<file path="config.mk">
export PLATFORM = sky130hd
export DESIGN_NAME = sapt_affine_unit
export DESIGN_NICKNAME = d
export VERILOG_FILES = /design/src/sv/sapt_pkg.sv /design/src/sv/sapt_affine_unit.sv
export SDC_FILE = /design/constraint.sdc
export NUM_CORES = 2
export LEC_CHECK = 0
export BUFFER_PORTS_ARGS = -buffer_cell sky130_fd_sc_hd__buf_4
export CAP_MARGIN = 0
export CORE_ASPECT_RATIO = 1.75
export CORE_UTILIZATION = 63
export CTS_BUF_LIST = sky130_fd_sc_hd__clkbuf_4 sky130_fd_sc_hd__clkbuf_8
export CTS_CLUSTER_SIZE = 12
export DETAILED_ROUTE_END_ITERATION = 8
export PLACE_DENSITY = 0.85
export SKIP_CTS_REPAIR_TIMING = 1
export SYNTH_ARGS = -nofsm -noshare
export SYNTH_HDL_FRONTEND = slang
export SYNTH_SLANG_ARGS = --single-unit
</file>
<file path="constraint.sdc">
create_clock -name clk -period 13.4 [get_ports clk]
set_input_delay 0.67 -clock clk [delete_from_list [all_inputs] [get_ports clk]]
set_output_delay 0.67 -clock clk [all_outputs]
set_load 0.05 [all_outputs]
</file>
<file path="src/sv/sapt_pkg.sv">
package sapt_pkg;

    // Sizes of the selection list and of the index field.
    localparam int LIST_DEPTH  = 4096;
    localparam int INDEX_BITS  = 20;
    localparam int ADDR_W      = $clog2(LIST_DEPTH);
    localparam int COUNT_W     = $clog2(LIST_DEPTH + 1);

    // Coordinate and coefficient words.
    localparam int WORD_W      = 32;
    localparam int COEF_NUM    = 12;
    localparam int COEF_SEL_W  = 4;
    localparam int OPCODE_W    = 3;
    localparam int FRAC_SHIFT  = 24;

    // Accumulator holds three exact 64-bit products plus the rounding bias.
    localparam int PROD_W      = 2 * WORD_W;
    localparam int ACC_W       = PROD_W + 2;

    // Operation codes.
    localparam logic [OPCODE_W-1:0] OP_CLEAR  = 3'd0;
    localparam logic [OPCODE_W-1:0] OP_APPEND = 3'd1;
    localparam logic [OPCODE_W-1:0] OP_COEF   = 3'd2;
    localparam logic [OPCODE_W-1:0] OP_POINT  = 3'd3;
    localparam logic [OPCODE_W-1:0] OP_REWIND = 3'd4;

    // One in Q8.24, the diagonal of the matrix after reset.
    localparam logic [WORD_W-1:0] ONE_Q24 = 32'h0100_0000;

    typedef logic [WORD_W-1:0] word_t;
    typedef word_t [COEF_NUM-1:0] coef_bank_t;
    typedef word_t [2:0] vec3_t;

    typedef struct packed {
        logic [OPCODE_W-1:0]   opcode;
        logic [INDEX_BITS-1:0] atom_index;
        logic [COEF_SEL_W-1:0] coef_select;
        logic signed [WORD_W-1:0] coef_value;
        logic signed [WORD_W-1:0] coord_x;
        logic signed [WORD_W-1:0] coord_y;
        logic signed [WORD_W-1:0] coord_z;
    } cmd_t;

    typedef struct packed {
        logic [INDEX_BITS-1:0] point_index;
        logic signed [WORD_W-1:0] out_x;
        logic signed [WORD_W-1:0] out_y;
        logic signed [WORD_W-1:0] out_z;
        logic                  was_transformed;
    } res_t;

endpackage

</file>
<file path="src/sv/sapt_affine_unit.sv">
module sapt_affine_unit (
    input  logic                clk,
    input  logic                rst_n,
    input  logic                start,
    input  sapt_pkg::vec3_t     coord,
    input  sapt_pkg::coef_bank_t coef,
    output logic                done,
    output sapt_pkg::vec3_t     res
);
    import sapt_pkg::*;

    localparam logic [1:0] A_IDLE = 2'd0;
    localparam logic [1:0] A_MUL  = 2'd1;
    localparam logic [1:0] A_ACC  = 2'd2;
    localparam logic [1:0] A_FIN  = 2'd3;

    // Accumulator starts at half an LSB of the result, which rounds half up.
    localparam logic signed [ACC_W-1:0] ACC_INIT =
        ACC_W'(1) <<< (FRAC_SHIFT - 1);

    logic [1:0] state_reg, state_next;
    logic [1:0] row_reg, row_next;
    logic [1:0] col_reg, col_next;
    logic       done_reg, done_next;
    logic signed [PROD_W-1:0] prod_reg;
    logic signed [ACC_W-1:0]  acc_reg, acc_next;
    vec3_t res_reg;

    logic signed [WORD_W-1:0] mul_a;
    logic signed [WORD_W-1:0] mul_b;
    logic signed [WORD_W-1:0] offset;
    logic signed [ACC_W-FRAC_SHIFT-1:0] scaled;
    logic signed [ACC_W-FRAC_SHIFT:0]   sum;
    logic [WORD_W-1:0] sat;

    // Operand selection for the single shared multiplier.
    always_comb
    begin
        mul_a  = $signed(coord[row_reg]);
        mul_b  = $signed(coef[4'(row_reg) * 4'd3 + 4'(col_reg)]);
        offset = $signed(coef[4'd9 + 4'(col_reg)]);
    end

    // Scale back to Q16.16, add the offset and saturate to 32 bits.
    always_comb
    begin
        scaled = acc_reg[ACC_W-1:FRAC_SHIFT];
        sum    = {scaled[ACC_W-FRAC_SHIFT-1], scaled}
               + {{(ACC_W-FRAC_SHIFT+1-WORD_W){offset[WORD_W-1]}}, offset};
        if (!sum[ACC_W-FRAC_SHIFT] && (|sum[ACC_W-FRAC_SHIFT-1:WORD_W-1]))
        begin
            sat = {1'b0, {(WORD_W-1){1'b1}}};
        end
        else if (sum[ACC_W-FRAC_SHIFT] && !(&sum[ACC_W-FRAC_SHIFT-1:WORD_W-1]))
        begin
            sat = {1'b1, {(WORD_W-1){1'b0}}};
        end
        else
        begin
            sat = sum[WORD_W-1:0];
        end
    end

    // Per column, A_MUL and A_ACC form and add three products, A_FIN ends it.
    always_comb
    begin
        state_next = state_reg;
        row_next   = row_reg;
        col_next   = col_reg;
        acc_next   = acc_reg;
        done_next  = 1'b0;
        case (state_reg)
            A_IDLE:
            begin
                if (start)
                begin
                    row_next   = 2'd0;
                    col_next   = 2'd0;
                    acc_next   = ACC_INIT;
                    state_next = A_MUL;
                end
            end
            A_MUL:
            begin
                state_next = A_ACC;
            end
            A_ACC:
            begin
                acc_next = acc_reg + {{(ACC_W-PROD_W){prod_reg[PROD_W-1]}}, prod_reg};
                if (row_reg == 2'd2)
                begin
                    state_next = A_FIN;
                end
                else
                begin
                    row_next   = row_reg + 2'd1;
                    state_next = A_MUL;
                end
            end
            A_FIN:
            begin
                row_next = 2'd0;
                acc_next = ACC_INIT;
                if (col_reg == 2'd2)
                begin
                    done_next  = 1'b1;
                    state_next = A_IDLE;
                end
                else
                begin
                    col_next   = col_reg + 2'd1;
                    state_next = A_MUL;
                end
            end
            default:
            begin
                state_next = A_IDLE;
            end
        endcase
    end

    always_ff @(posedge clk or negedge rst_n)
    begin
        if (!rst_n)
        begin
            state_reg <= A_IDLE;
            row_reg   <= 2'd0;
            col_reg   <= 2'd0;
            done_reg  <= 1'b0;
        end
        else
        begin
            state_reg <= state_next;
            row_reg   <= row_next;
            col_reg   <= col_next;
            done_reg  <= done_next;
        end
    end

    // Datapath registers.
    always_ff @(posedge clk)
    begin
        acc_reg <= acc_next;
        if (state_reg == A_MUL)
        begin
            prod_reg <= mul_a * mul_b;
        end
        if (state_reg == A_FIN)
        begin
            res_reg[col_reg] <= sat;
        end
    end

    assign done = done_reg;
    assign res  = res_reg;

endmodule

</file>
# [Yosys cells after proc, flatten, opt, wreduce, memory -nomap -nowiden]
# Cells that the tools add are included.
[word_totals] regBits=233 latchBits=0 mem_bits_rw=0 mem_bits_ro=0 input_bits=483 output_inout_bits=97 word_cells=67 mem_count=0
[op_classes] addsub=6 multipliers=2 div_mod_pow=0 n_lt_le_gt_ge=5 eq_ne=8 shift=0 mux=24 bitwise=0 reduce_logical=13
[ops] operator="$bmux 32 s4" count=2
[ops] operator="$pmux 66 s3" count=1
[ops] operator="$mux 32" count=6
[ops] operator="$bwmux 96" count=1
[ops] operator="$add 66x66->66" count=1
[ops] operator="$mux 66" count=1
[ops] operator="$bmux 32 s2" count=1
[ops] operator="$demux 32 s2" count=1
[ops] operator="$mul 32x32->64" count=1
[ops] operator="$add 42x32->43" count=1
[ops] operator="$reduce_and 11->1" count=1
[ops] operator="$reduce_or 11->1" count=1
[ops] operator="$lt 4x5->1 const B" count=2
[ops] operator="$mux 2" count=5
[ops] operator="$eq 2x2->1 const B" count=4
[ops] operator="$pmux 2 s4" count=1
[ops] operator="$lt 2x3->1 const B" count=2
[ops] operator="$ne 2x2->1 const B" count=3
[ops] operator="$pmux 2 s3" count=1
[ops] operator="$reduce_and 3->1" count=2
[ops] operator="$add 2x1->2 const B" count=2
[ops] operator="$add 4x2->4" count=1
[ops] operator="$add 4x2->4 const A" count=1
[ops] operator="$mul 2x2->4 const B" count=1
[ops] operator="other kinds (10)" count=15

# [Longest topological paths before layout]
[logic_depth] word_depth=10 mapped_depth=41 depth_no_buf=37

# [Worst setup path before layout]
# Ideal clock, no wire load.
[synth_timing] path_kind="register to register" from="register row_reg[0]" to="register prod_reg[62], data pin" setup_time_ns=0.264 arrival_ns=11.127 required_time_ns=13.136 slack_ns=2.009 stages_incl_launch_ff=40 path_buffers=8 synth_period_minus_slack_ns=11.391 cell_sequence="dfrtp_1 > clkbuf_1 > buf_1 > inv_1 > fa_1 > inv_1 > ha_1 > clkbuf_1 > buf_1 > clkbuf_1 > buf_2 > mux2i_1 > o22a_1 > clkbuf_1 > nor2_1 > fa_1 > inv_1 > fa_1 > (+4 left out) > fa_1 > inv_1 > fa_1 > inv_1 > fa_1 > inv_1 > fa_1 > ha_1 > clkbuf_1 > a21oi_1 > nor2_1 > o21ai_0 > nand2b_1 > a21o_1 > a21o_1 > a21o_1 > a221oi_1 > xnor2_1"
[synth_via] elab_chain_cells=5 elab_cells_between_ends=7 cone_classes="1 x add/sub; 2 x mul; 4 x mux"
[synth_lines] item="start, declared" line_no="sapt_affine_unit.sv:22" source="logic [1:0] row_reg, row_next;"
[synth_lines] item="start signal, assigned" line_no="sapt_affine_unit.sv:134" source="row_reg <= row_next;"
[synth_lines] item="$mul 2x2->4" line_no="sapt_affine_unit.sv:40" source="mul_b = $signed(coef[4'(row_reg) * 4'd3 + 4'(col_reg)]);"
[synth_lines] item="$add 4x2->4" line_no="sapt_affine_unit.sv:40"
[synth_lines] item="$bmux 32 s4" line_no="sapt_affine_unit.sv:40"
[synth_lines] item="$mux 32 (not written as such)" line_no="sapt_affine_unit.sv:40"
[synth_lines] item="$mul 32x32->64 (*)" line_no="sapt_affine_unit.sv:146" source="prod_reg <= mul_a * mul_b;"
[synth_lines] item="end signal, assigned" line_no="sapt_affine_unit.sv:146"
[synth_lines] item="end, declared" line_no="sapt_affine_unit.sv:25" source="logic signed [PROD_W-1:0] prod_reg;"
# Every way passes the cells marked *; elsewhere a longest branch is shown, timed or not. The select of a mux whose other input is x is not followed.
# A chain may end at the register's enable or synchronous reset.

# [Worst setup path in the final report]
[layout_timing] from="register row_reg[0]" to="register prod_reg[63], data pin"
# Same word-level chain as after synthesis.

==> out/metrics.csv <==
metric;value;unit
status;finished, violations left;
failing checks;design-rule violations;
adder-cell share of the synthesized area;47.65;%
Placed Area;59130;um^2
synth warn;0;
syn_nets;7396;
first-pass GRT wire length;317200;um
area of the multi-input gates;41940;um^2
GRT Total Usage;51.69;%
Cell variety after synth;78;
Num CTS Buffers;37;
clock sink count;233;
Routed WL;215000;um
total grt overflow;0;
fmax;80.78;MHz
Syn-to-layout area delta;12.52;%
Via density;6.553;
Final TNS setup;0;ns
number of global-route vias before repair;49270;
reg2reg setup slack;1.02;ns
design area;60140;um^2
Critical Path Fanout Max;43;
Main synth FF type;edfxtp_1;
initial antenna violation count;40;
DPL Wire Length;169100;um
CTS Buffer Depth;3;
largest net degree at the start of global routing;77;
cell count after synthesis;5529;
die area;86060;um^2
largest family of logic cells by synthesized area;adder cells;
1st-pass router iterations;9;
fin nets;7845;
Synth Register Bits;233;
R2R Path Start;row_reg[0];
critical path class;flip-flop to flip-flop;
CP Capture Type;flip-flop;
XOR/XNOR Fraction of Synth Area;2.605;%
clk_skew;0.04720;ns
Worst slew margin;2.960;%
vias post-DR;46710;
Reg clk slew, reported paths;0.06;ns
CP most frequent cell;fa_1;
root buffer cell;clkbuf_8;
fin crit share;92.39;%
mean routed wirelength per cell;30.16;um
max-cap violations;0;
RePlAce Congestion;1.084;
CTS tree;yes;
mux share of post-synthesis cell area;6.592;%
simple-gate share of the synthesized area;12.89;%
Required @ worst endpoint;13.70;ns
Avg Inst Size Synth;9.667;um^2
DR iter-0 viols;5301;
Core Region;84150;um^2
IO Pins;580;
Die Y-Extent;387.3;um
max incr delay on CP;1.14;ns
synthesized cell area;53450;um^2
worst skew pair latency;0.60;ns
Worst EP arrival;12.68;ns
Post-synth EDFFs;226;
Worst Setup SP;row_reg[0];
H-tree lvl count;2;
Reg area;6964;um^2
# setup viols final;0;
worst min path class;primary input to async pin;
filler cell count in the final layout;6269;
asr flop ratio synth;3.004;%
die width;222.2;um
Synth Area in Compound Gates;8.284;%
Initial Util;63.52;%
port buffer count;579;
unrepaired setup endpoints after global routing;no;
critical path's slowest cell;o22a_1;
site row count;141;
Worst setup SP type;flip-flop;
max reg flops;96;
Fin. Hold Viols;0;
share of layout cells above drive strength 1;15.70;%
Routed Antenna Nets;0;
Residual DRC;1;
sequential share of the synthesized area;13.02;%
post-layout min period;12.38;ns
max-slew violations;0;
Tightest Pin Transition;1.440;ns
critical path, delay by kind of cell (launching register included):
family                     cells  cell delay [ns]
xor gates and xnor gates       1             0.16
AOI/OAI and AO/OA             12             4.26
and+or+nand+nor                1             0.17
muxes                          1             0.41
DFF                            1             0.44
adders and majority gates     11             5.40
buffers and inverters          8             1.24
cells in the final DEF (no fill, tap or decap), types with 28 or more instances in the layout:
| cell | Yosys | final |
|---|---|---|
| clkbuf_8 | 0 | 38 |
| inv_1 | 992 | 991 |
| o21ai_0 | 123 | 123 |
| and3_1 | 32 | 32 |
| diode_2 | 0 | 50 |
| xnor2_1 | 102 | 102 |
| ha_1 | 298 | 295 |
| nand3_1 | 40 | 40 |
| nand2b_1 | 90 | 89 |
| nand4_1 | 28 | 28 |
| mux4_2 | 121 | 121 |
| a21o_1 | 127 | 127 |
| nor2b_1 | 67 | 66 |
| nand2_1 | 541 | 541 |
| a21oi_1 | 235 | 215 |
| edfxtp_1 | 226 | 226 |
| mux2i_1 | 73 | 73 |
| buf_4 | 0 | 685 |
| and2_1 | 64 | 64 |
| nor2_1 | 657 | 656 |
| fa_1 | 1086 | 1085 |
| xor2_1 | 57 | 57 |
cells in the mapped netlist (28+ instances only):
cell type  instances  area share (%)
nand2b_1          90             1.1
nand4_1           28            0.33
nor2b_1           67            0.78
ha_1             298             7.0
clkbuf_1         238             1.7
inv_1            992             7.0
a21o_1           127             1.8
fa_1            1086              41
a21oi_1          235             2.2
mux4_2           121             5.1
nand3_1           40            0.37
buf_1             31            0.22
and2_1            64            0.75
xor2_1            57            0.93
mux2i_1           73             1.4
nand2_1          541             3.8
and3_1            32            0.37
o21ai_0          123             1.2
xnor2_1          102             1.7
nor2_1           657             4.6
edfxtp_1         226              13
layout make-up:
| type | count | area share [%] |
|---|---|---|
| Inverter | 993 | 6.197 |
| Antenna cell | 50 | 0.2080 |
| Clock inverter | 24 | 0.5180 |
| Tap cell | 1072 | 2.230 |
| Sequential cell | 233 | 11.58 |
| Multi-Input combinational cell | 4026 | 69.73 |
| Clock buffer | 43 | 0.9320 |
| Timing Repair Buffer | 687 | 8.600 |
per-stage QoR:
stage,setup WS (ns),hold WS (ns),utilization (%),instances
final,1.020,0.4935,71.47,7128
after global routing,0.7739,0.4913,71.41,7107
after CTS,1.364,-0.09568,71.30,7076
after detailed placement,1.390,0.5344,70.26,7009
after floorplan,2.009,0.3744,-,5529
after global placement,1.583,0.5335,70.26,7009
worst paths after layout:
kind	to	depth (start not counted)
max	prod_reg[63]	34
min	done	2
max reg2reg	prod_reg[63]	34
min reg2reg	col_reg[1]	2
max in group asynchronous	row_reg[0]	2
min in group clk	col_reg[1]	2
layer usage:
| metal | global-route usage [%] | wire (um) |
|---|---|---|
| met1 | 50.54 | 59140 |
| met2 | 78.73 | 96860 |
| met3 | 23.06 | 29170 |
| met4 | 53.18 | 29750 |
| met5 | 2.490 | 86 |
cell families after synthesis:
| logic type | after synthesis |
|---|---|
| flip-flops | 233 |
| multiplexers | 200 |
| XOR/XNOR | 159 |
| AO/OA/AOI/OAI | 696 |
| AND/OR/NAND/NOR | 1587 |
| buffers and inverters | 1270 |
| adder cells (fa/ha/maj) | 1384 |
Power is left out: the tool's default activity adds up to more than one toggle a clock period on the data nets, which glitch-free logic cannot reach.
